File: src/hw/rtl/sfr_pkg.sv
// ----------------------------------------------------------------------------
// sfr_pkg
// Shared constants and types for the streaming find-and-replace block.
// ----------------------------------------------------------------------------
package sfr_pkg;

  // Default capacities of the pending window and of the replacement.
  localparam int DEF_MAX_PATTERN     = 8;
  localparam int DEF_MAX_REPLACEMENT = 8;

  // Width of the configuration register index.
  localparam int CFG_IDX_W = 8;

  // Width of the packed byte registers.
  localparam int CFG_DATA_W = 64;

  // Configuration register map.
  typedef enum logic [CFG_IDX_W-1:0] {
    REG_PATTERN_BYTES      = 8'd0,
    REG_PATTERN_LENGTH     = 8'd1,
    REG_REPLACEMENT_BYTES  = 8'd2,
    REG_REPLACEMENT_LENGTH = 8'd3
  } sfr_reg_t;

  // Flags that travel with one burst of results.
  typedef struct packed {
    logic marker;  // burst is a single end marker without a byte
    logic last;    // final result of the burst closes the text
  } sfr_flags_t;

endpackage

File: src/hw/rtl/sfr_matcher.sv
// ----------------------------------------------------------------------------
// sfr_matcher
// Pending byte window, pattern compare and burst descriptor for one word.
// ----------------------------------------------------------------------------
module sfr_matcher #(
  parameter int MAX_PATTERN     = sfr_pkg::DEF_MAX_PATTERN,
  parameter int MAX_REPLACEMENT = sfr_pkg::DEF_MAX_REPLACEMENT,
  localparam int MAX_OUT = (MAX_PATTERN > MAX_REPLACEMENT) ? MAX_PATTERN : MAX_REPLACEMENT,
  localparam int FILL_W  = $clog2(MAX_PATTERN + 1),
  localparam int RL_W    = $clog2(MAX_REPLACEMENT + 1),
  localparam int CNT_W   = $clog2(MAX_OUT + 1)
) (
  input  logic                                clk,
  input  logic                                rst,
  input  logic                                clear_fill,
  input  logic                                fire,
  input  logic [7:0]                          text_byte,
  input  logic                                byte_present,
  input  logic                                text_end,
  input  logic [sfr_pkg::CFG_DATA_W-1:0]      pattern_bytes,
  input  logic [FILL_W-1:0]                   pat_len,
  input  logic [sfr_pkg::CFG_DATA_W-1:0]      replacement_bytes,
  input  logic [RL_W-1:0]                     rep_len,
  output logic [MAX_OUT-1:0][7:0]             burst_bytes,
  output logic [CNT_W-1:0]                    burst_count,
  output sfr_pkg::sfr_flags_t                 burst_flags
);
  import sfr_pkg::*;

  localparam int PAD_W = 8 * MAX_OUT;

  logic [7:0]                  window [MAX_PATTERN];
  logic [7:0]                  window_next [MAX_PATTERN];
  logic [7:0]                  win_a [MAX_PATTERN];
  logic [FILL_W-1:0]           fill;
  logic [FILL_W-1:0]           fill_next;
  logic [FILL_W-1:0]           fill_a;
  logic                        full;
  logic                        hit;
  logic [PAD_W+CFG_DATA_W-1:0] pat_pad;
  logic [PAD_W+CFG_DATA_W-1:0] rep_pad;

  // Byte positions beyond the packed registers read as zero.
  assign pat_pad = {{PAD_W{1'b0}}, pattern_bytes};
  assign rep_pad = {{PAD_W{1'b0}}, replacement_bytes};

  always_comb begin
    // Window with the incoming byte appended at the fill position.
    for (int i = 0; i < MAX_PATTERN; i++) begin
      win_a[i] = window[i];
      if (byte_present && fill == FILL_W'(i)) begin
        win_a[i] = text_byte;
      end
    end
    fill_a = fill + FILL_W'(byte_present);
    full   = byte_present && (fill_a >= pat_len);

    hit = 1'b1;
    for (int i = 0; i < MAX_PATTERN; i++) begin
      if (FILL_W'(i) < pat_len && win_a[i] != pat_pad[8*i +: 8]) begin
        hit = 1'b0;
      end
    end

    burst_bytes = '0;
    burst_count = '0;
    burst_flags = '0;
    burst_flags.last = text_end;
    window_next = win_a;
    fill_next   = fill_a;

    if (full && hit) begin
      // Match: emit the replacement and drop the whole window.
      for (int i = 0; i < MAX_OUT; i++) begin
        burst_bytes[i] = rep_pad[8*i +: 8];
      end
      burst_count = CNT_W'(rep_len);
      fill_next   = '0;
    end else begin
      for (int i = 0; i < MAX_PATTERN; i++) begin
        burst_bytes[i] = win_a[i];
      end
      if (text_end) begin
        // Flush everything that is pending, oldest first.
        burst_count = CNT_W'(fill_a);
        fill_next   = '0;
      end else if (full) begin
        // Mismatch on a full window: release the oldest byte and slide.
        burst_count = CNT_W'(1);
        fill_next   = fill_a - FILL_W'(1);
        for (int i = 0; i < MAX_PATTERN - 1; i++) begin
          window_next[i] = win_a[i+1];
        end
      end
    end

    // The end of a text always carries at least one result.
    if (text_end && burst_count == '0) begin
      burst_count        = CNT_W'(1);
      burst_flags.marker = 1'b1;
    end
  end

  always_ff @(posedge clk) begin
    if (rst) begin
      fill <= '0;
    end else if (clear_fill) begin
      fill <= '0;
    end else if (fire) begin
      fill <= fill_next;
    end
  end

  always_ff @(posedge clk) begin
    if (fire) begin
      window <= window_next;
    end
  end

endmodule

File: src/hw/rtl/stream_find_replace_all.sv
// ----------------------------------------------------------------------------
// stream_find_replace_all
// Streaming find-and-replace-all of a byte pattern with a byte replacement.
// ----------------------------------------------------------------------------
// Text words enter on the s_ side: s_tdata is the text byte, s_tuser says the
// byte is real (a word with s_tuser low only carries s_tlast or does nothing),
// and s_tlast closes the text. Results leave on the m_ side: m_tdata is the
// byte, m_tuser is high when it carries a byte and low for the end marker
// that closes a text which left nothing else to send, and m_tlast marks the
// final result of the text. Every greedy leftmost non-overlapping occurrence
// of the pattern is replaced; pending bytes are flushed at text end.
// The cfg_ port writes the pattern, the replacement and their lengths; it is
// always ready. It is to be written only while the block is idle; the block
// itself does not enforce this. Writing the pattern length drops any pending
// bytes. A word goes into an input register, is then matched against the
// window and its results land in a burst register, from which the output
// port offers them one at a time. One word is taken per cycle as long as each
// word yields at most one result and the receiver does not stall; a
// replacement or a flush of N bytes holds the input until the last of its
// bytes leaves the one-byte output port. When the receiver stalls, the burst
// register holds and the input register fills, then s_tready drops. Reset
// clears the window, the pipeline and the registers to their defaults.
// ----------------------------------------------------------------------------
module stream_find_replace_all #(
  parameter int MAX_PATTERN     = sfr_pkg::DEF_MAX_PATTERN,
  parameter int MAX_REPLACEMENT = sfr_pkg::DEF_MAX_REPLACEMENT
) (
  input  logic                           clk,
  input  logic                           rst,
  // Text input.
  input  logic                           s_tvalid,
  output logic                           s_tready,
  input  logic [7:0]                     s_tdata,   // [7:0] text_byte
  input  logic                           s_tuser,   // [0] byte_present
  input  logic                           s_tlast,   // text_end
  // Result output.
  output logic                           m_tvalid,
  input  logic                           m_tready,
  output logic [7:0]                     m_tdata,   // [7:0] out_byte
  output logic                           m_tuser,   // [0] out_valid
  output logic                           m_tlast,   // out_end
  // Configuration writes.
  input  logic                           cfg_valid,
  output logic                           cfg_ready,
  input  logic [sfr_pkg::CFG_IDX_W-1:0]  cfg_index,
  input  logic [sfr_pkg::CFG_DATA_W-1:0] cfg_data
);
  import sfr_pkg::*;

  localparam int MAX_OUT = (MAX_PATTERN > MAX_REPLACEMENT) ? MAX_PATTERN : MAX_REPLACEMENT;
  localparam int FILL_W  = $clog2(MAX_PATTERN + 1);
  localparam int RL_W    = $clog2(MAX_REPLACEMENT + 1);
  localparam int CNT_W   = $clog2(MAX_OUT + 1);

  // Configuration registers.
  logic [CFG_DATA_W-1:0] pattern_bytes;
  logic [3:0]            pattern_length;
  logic [CFG_DATA_W-1:0] replacement_bytes;
  logic [3:0]            replacement_length;
  logic [FILL_W-1:0]     pat_len;
  logic [RL_W-1:0]       rep_len;
  logic                  clear_fill;

  // Input register.
  logic                  in_valid;
  logic [7:0]            in_byte;
  logic                  in_present;
  logic                  in_end;

  // Burst register feeding the output port.
  logic [MAX_OUT-1:0][7:0] burst;
  logic [CNT_W-1:0]        burst_left;
  sfr_flags_t              flags;

  logic [MAX_OUT-1:0][7:0] match_bytes;
  logic [CNT_W-1:0]        match_count;
  sfr_flags_t              match_flags;
  logic                    load_ok;
  logic                    fire;

  assign cfg_ready  = 1'b1;
  assign clear_fill = cfg_valid && cfg_index == REG_PATTERN_LENGTH;

  always_ff @(posedge clk) begin
    if (rst) begin
      pattern_bytes      <= '0;
      pattern_length     <= 4'd1;
      replacement_bytes  <= '0;
      replacement_length <= '0;
    end else if (cfg_valid) begin
      unique case (cfg_index)
        REG_PATTERN_BYTES:      pattern_bytes      <= cfg_data;
        REG_PATTERN_LENGTH:     pattern_length     <= cfg_data[3:0];
        REG_REPLACEMENT_BYTES:  replacement_bytes  <= cfg_data;
        REG_REPLACEMENT_LENGTH: replacement_length <= cfg_data[3:0];
        default: ;
      endcase
    end
  end

  // A zero pattern length acts as one; both lengths saturate at capacity.
  always_comb begin
    if (pattern_length == '0) begin
      pat_len = FILL_W'(1);
    end else if (int'(pattern_length) > MAX_PATTERN) begin
      pat_len = FILL_W'(MAX_PATTERN);
    end else begin
      pat_len = FILL_W'(pattern_length);
    end
    if (int'(replacement_length) > MAX_REPLACEMENT) begin
      rep_len = RL_W'(MAX_REPLACEMENT);
    end else begin
      rep_len = RL_W'(replacement_length);
    end
  end

  // A new burst may load when the current one is gone or leaves this cycle.
  assign load_ok  = (burst_left == '0) || (burst_left == CNT_W'(1) && m_tready);
  assign fire     = in_valid && load_ok;
  assign s_tready = !in_valid || load_ok;

  always_ff @(posedge clk) begin
    if (rst) begin
      in_valid <= 1'b0;
    end else if (s_tvalid && s_tready) begin
      in_valid <= 1'b1;
    end else if (fire) begin
      in_valid <= 1'b0;
    end
  end

  always_ff @(posedge clk) begin
    if (s_tvalid && s_tready) begin
      in_byte    <= s_tdata;
      in_present <= s_tuser;
      in_end     <= s_tlast;
    end
  end

  sfr_matcher #(
    .MAX_PATTERN     (MAX_PATTERN),
    .MAX_REPLACEMENT (MAX_REPLACEMENT)
  ) u_matcher (
    .clk               (clk),
    .rst               (rst),
    .clear_fill        (clear_fill),
    .fire              (fire),
    .text_byte         (in_byte),
    .byte_present      (in_present),
    .text_end          (in_end),
    .pattern_bytes     (pattern_bytes),
    .pat_len           (pat_len),
    .replacement_bytes (replacement_bytes),
    .rep_len           (rep_len),
    .burst_bytes       (match_bytes),
    .burst_count       (match_count),
    .burst_flags       (match_flags)
  );

  // The burst drains from position zero; each taken word shifts it down.
  always_ff @(posedge clk) begin
    if (rst) begin
      burst_left <= '0;
    end else if (fire) begin
      burst_left <= match_count;
    end else if (m_tready && burst_left != '0) begin
      burst_left <= burst_left - CNT_W'(1);
    end
  end

  always_ff @(posedge clk) begin
    if (fire) begin
      burst <= match_bytes;
      flags <= match_flags;
    end else if (m_tready && burst_left != '0) begin
      for (int i = 0; i < MAX_OUT - 1; i++) begin
        burst[i] <= burst[i+1];
      end
    end
  end

  assign m_tvalid = burst_left != '0;
  assign m_tdata  = flags.marker ? 8'h00 : burst[0];
  assign m_tuser  = !flags.marker;
  assign m_tlast  = flags.last && burst_left == CNT_W'(1);

endmodule

File: config.mk
export PLATFORM = sky130hd
export DESIGN_NAME = stream_find_replace_all
export DESIGN_NICKNAME = d
export VERILOG_FILES = /design/src/hw/rtl/sfr_pkg.sv /design/src/hw/rtl/sfr_matcher.sv /design/src/hw/rtl/stream_find_replace_all.sv
export SDC_FILE = /design/constraint.sdc
export NUM_CORES = 1
export LEC_CHECK = 0
export ABC_AREA = 1
export BUFFER_PORTS_ARGS = -buffer_cell sky130_fd_sc_hd__buf_2
export CAP_MARGIN = 25
export CELL_PAD_IN_SITES_DETAIL_PLACEMENT = 1
export CELL_PAD_IN_SITES_GLOBAL_PLACEMENT = 2
export CORE_MARGIN = 3
export CORE_UTILIZATION = 38
export DETAILED_ROUTE_END_ITERATION = 10
export PLACE_DENSITY = 0.91
export SYNTH_ARGS = -nofsm -noshare
export SYNTH_HDL_FRONTEND = slang
export SYNTH_SLANG_ARGS = --single-unit
File: constraint.sdc
create_clock -name clk -period 12.6 [get_ports clk]
set_clock_uncertainty 0.15 [all_clocks]
set_input_delay 0.63 -clock clk [delete_from_list [all_inputs] [get_ports clk]]
set_output_delay 0.63 -clock clk [all_outputs]
set_load 0.05 [all_outputs]
======== Word level (Yosys, flattened, before mapping) ========
Cells that the tools add are included.
word-level totals
  bits in registers ....................... 285
  bits in latches ......................... 0
  memory bits (writable) .................. 0
  bits in read-only memories .............. 0
  bits of input ports ..................... 87
  output and inout port bits .............. 13
  word-level logic and storage cells ...... 141
  memories kept ........................... 0
operators by class
  add/sub/neg operators ................... 3
  multipliers ............................. 0
  divide/modulo/power cells ............... 0
  magnitude comparators ................... 11
  equality and inequality tests ........... 19
  shifts and indexed selects .............. 0
  mux-type cells .......................... 38
  bitwise gates (word level) .............. 0
  reductions and logical operators ........ 42
operators with widths
  kind                                                                    count
  56-bit two-way mux                                                      5
  8-bit two-way mux                                                       9
  64-bit two-way mux                                                      1
  8-bit inequality test                                                   8
  4-bit two-way mux                                                       11
  1-bit logical AND                                                       25
  4-bit by 3-bit equality test with 1-bit output (second input constant)  4
  8-bit by 2-bit equality test with 1-bit output (second input constant)  2
  4-bit zero test                                                         4
  3-bit by 4-bit < comparator with 1-bit output (first input constant)    4
  1-bit two-way mux                                                       12
  4-bit by 1-bit equality test with 1-bit output (second input constant)  2
  4-bit by 2-bit equality test with 1-bit output (second input constant)  2
  8-bit by 1-bit equality test with 1-bit output (second input constant)  1
  4-bit > comparator (second input constant)                              2
  8-bit zero test                                                         1
  1-bit by 4-bit < comparator with 1-bit output (first input constant)    2
  2-bit by 4-bit < comparator with 1-bit output (first input constant)    2
  2-bit AND reduction                                                     4
  4-bit by 1-bit subtractor with 4-bit output (second input constant)     2
  4-bit by 1-bit adder with 4-bit output                                  1
  4-bit >= comparator                                                     1
  2-bit nonzero test                                                      2
  4-bit nonzero test                                                      1
  3 further kinds                                                         5

======== Depth between registers and ports, before layout ========
  depth in word-level cells ............... 19
  gate-level depth with buffers ........... 26

======== Hierarchy ========
A second synthesis with hierarchy kept.
second synthesis, totals
  cells, all modules ...................... 1950
  area total of the unflattened synthesis .. 14621.5 um2
modules (own cells, without submodules)
  module                   times used  cells an instance  area each (um2)  seq. area each (um2)
  stream_find_replace_all  1           882                8207.9           5104.9
  sfr_matcher              1           1068               6413.7           2001.9

======== Least setup slack after synthesis ========
OpenSTA, ideal clock, no wires.
  path type ............................... reg-to-reg
  from .................................... register burst_left[0]
  to ...................................... register burst_left[1]
  setup time .............................. 70 ps
  data arrival time ....................... 6433 ps
  data required time ...................... 12380 ps
  slack ................................... 5947 ps
  cell stages (with the launch flop) ...... 9
  buffers on the path ..................... 0
  cells stage by stage .................... dfxtp_1 -> inv_1 -> ha_1 -> nand3_1 -> o21ai_0 -> inv_1 -> a21oi_1 -> o21ai_0 -> a21oi_1
RTL lines
  what                                 RTL line                        text
  from (decl)                          stream_find_replace_all.sv:72   logic [CNT_W-1:0] burst_left;
  from (signal assigned)               stream_find_replace_all.sv:165  burst_left <= match_count;
  from (signal assigned)               stream_find_replace_all.sv:167  burst_left <= burst_left - CNT_W'(1);
  4-bit nonzero test                   --
  via m_tvalid                         stream_find_replace_all.sv:37   output logic m_tvalid,
  1-bit logical AND                    stream_find_replace_all.sv:166  end else if (m_tready && burst_left != '0) begin
  2-bit nonzero test (no source line)  --
The timed path passes the listed nets, and every way through them passes these cells. The select of a mux whose other input is x is not followed.
A chain may end at the register's enable or synchronous reset.

==> impl_metrics.tcl <==
set metrics [dict create \
    routed_wirelength_microns 49300 \
    drt_iter0_markers 958 \
    power_leakage_uw 0.006737 \
    antenna_found_initial 0 \
    ant_nets 0 \
    num-nets-final 2038 \
    place_hpwl_microns 34020 \
    hp-class "in2reg" \
    fillers 4605 \
    syn_area_per_cell_sq_um 7.479 \
    fin_crit_sh 0.5062 \
    final_cell_mix "nand2_1, nor2_1, o21ai_0" \
    clockRootBuffer "clkbuf_16" \
    portBuffers 98 \
    drt-met1-wl_microns 22170 \
    dr_wl_met2_microns 23680 \
    setup_violations 0 \
    worstSetupPathType "reg2reg" \
    num_antenna_cells 0 \
    crit_required_ns 12.69 \
    fin_setup_tns_ns 0 \
    grt_usage 0.2486 \
    dp_cells 2372 \
    clk_latency_ns 0.53 \
    grt_max_degree 92 \
    finalPower_uw 3301 \
    start_util 0.3861 \
    cap_viol_max_count 0 \
    cts_inserted_buffers 35 \
    via_count 13083 \
    whs_ns 0.1230 \
    cts_tree "done" \
    clock_sinks 285 \
    cts_buffer_depth 3 \
    drt_pass1_iterations 6 \
    crit_arrival_ns 6.47 \
    min_from "s_tlast" \
    outcome "finished, final reports clean" \
    synth_seq_area_share 0.5027 \
    yosysUniqueCellTypes 32 \
    wl_met3_microns 2161 \
    power.density_nw_per_um2 205.5 \
    post_cts_buffers 0 \
    synth_nets 1987 \
    hold_path_end "in_end" \
    fmax_mhz 156.8 \
    synth-warning-count 0 \
    post-route-min-period_ns 6.378 \
    r2r_slack_ns 6.22 \
    synthToLayoutAreaGrowth_pct 13.65 \
    clk_pin_slew_ns 0.06 \
    row_count 70 \
    stdcell_count 2435 \
    core_area_sq_um 36610 \
    r2r-end "u_matcher.window[34]" \
    die_area_sq_um 39550 \
    rr_worst_depth 17 \
    worstHoldPathCells 1 \
    final_common_cell "nand2_1" \
    gp_congestion 0.8753 \
    overflow 0 \
    start_kind "flip-flop" \
    highest_layer "met4" \
    synth-seq-cells 285 \
    grt_pass1_vias 13268 \
    pin_count 100 \
    vias_per_cell 5.373 \
    postCtsHoldBufs 0 \
    hold_violations 0 \
    grt_pass1_wl_microns 75960 \
    rsz0062_at_grt "no" \
    die_x_microns 198.9 \
    htreeDepth 2 \
    path_max_fanout 73 \
    end_kind "flip-flop" \
    drive_gt1_frac 0.09507 \
    synth_area_sq_um 14140 \
    cts-resized-gates 0 \
    wl_per_cell_microns 20.25 \
    drc 0 \
    ir_drop_uv 159.6 \
    die_h_microns 198.9 \
    syn_inst 1890 \
    slew_viol_final 0 \
    rr_startpoint "in_present" \
    slew-limit-headroom 0.3032 \
    fin_util 0.4388 \
    max_slew.worst_pin.slew_ns 1.045 \
]
metal layers:
metal / global-route usage / vias up
met1: 0.3315 / 6409
met3: 0.03438 / 77
li1: - / 6310
met5: 0 / -
met4: 0.07236 / 0
met2: 0.4230 / 287
per-stage QoR:
step / area (sq um) / setup slack (ns)
floorplan: 14140 / 5.947
global placement: 14930 / 6.706
detailed placement: 14930 / 6.310
CTS: 16070 / 6.254
global route: 16070 / 5.608
finish: 16070 / 6.222
final cells by class:
| type | instances | area, sq um | area share |
|---|---|---|---|
| clock inverter | 12 | 92.59 | 0.005763 |
| inverter | 159 | 599.3 | 0.03731 |
| clock buffer | 51 | 1040 | 0.06472 |
| multi-input combinational | 1350 | 6061 | 0.3773 |
| timing repair buffer | 110 | 580.6 | 0.03614 |
| tap | 468 | 585.6 | 0.03645 |
| sequential | 285 | 7107 | 0.4424 |
where the power goes:
group | leakage [uW] | internal, uW | switching [uW] | total [uW]
combinational | 0.00370 | 242 | 702 | 944
clock | 0.000547 | 594 | 408 | 1000
sequential | 0.00249 | 1270 | 87.0 | 1350
logic make-up after synthesis:
group	after synthesis	share of synthesized area
AO/OA/AOI/OAI	408	0.1474
buffers and inverters	255	0.07072
flip-flops	285	0.5027
XOR/XNOR	13	0.008055
AND/OR/NAND/NOR	918	0.2620
adder cells (fa/ha/maj)	10	0.008851
other	1	0.0002653
flip-flops by register name, summed over array words and instances, names as in the netlist:
register	cells
in_end	1
in_byte	8
in_present	1
in_valid	1
replacement_bytes	64
u_matcher.fill	4
flags	2
burst_left	4
pattern_bytes	64
replacement_length	4
pattern_length	4
burst	64
u_matcher.window	64
critical path, stage by stage, from the launching register on:
cell and delay (ns):
edfxtp_1 0.86, nand2_1 0.14, nor2_2 0.72, nand2_1 0.61, o21ai_1 0.49, xor2_1 0.21
nand3_1 0.09, nor2_1 0.15, nand2_1 0.10, nand2_1 0.09, nand2_1 0.06, nor2_2 0.14
nand2_2 0.60, nand2_2 0.20, buf_4 0.63, inv_2 0.52, nand2_1 0.17, o21ai_0 0.11
worst max path at each step:
stage	from	to	slack, ns
6_report	in_present	u_matcher.window[34]	6.22
4_1_cts	in_present	u_matcher.window[34]	6.25
3_3_place_gp	in_present	u_matcher.window[62]	6.71
2_1_floorplan	burst_left[0]	burst_left[1]	5.95
3_5_place_dp	in_present	u_matcher.window[34]	6.31
5_1_grt	in_present	u_matcher.window[34]	5.61
cells in the mapped netlist, drive strengths merged:
master	number	share of area
o21ai	297	0.11
nor3b	1	0.00053
nand3b	11	0.0058
xnor2	2	0.0012
buf	27	0.010
nor3	2	0.0011
a31oi	20	0.0089
edfxtp	140	0.30
nand2	491	0.13
or4	1	0.00053
nand4	18	0.0080
dfxtp	145	0.21
o211ai	5	0.0027
xor2	11	0.0068
nand3	97	0.035
ha	10	0.0089
conb	1	0.00027
inv	159	0.042
or2	4	0.0018
clkbuf	69	0.018
a21oi	86	0.030
nor2	293	0.079
No activity file was read; power rests on OpenSTA's default activity.
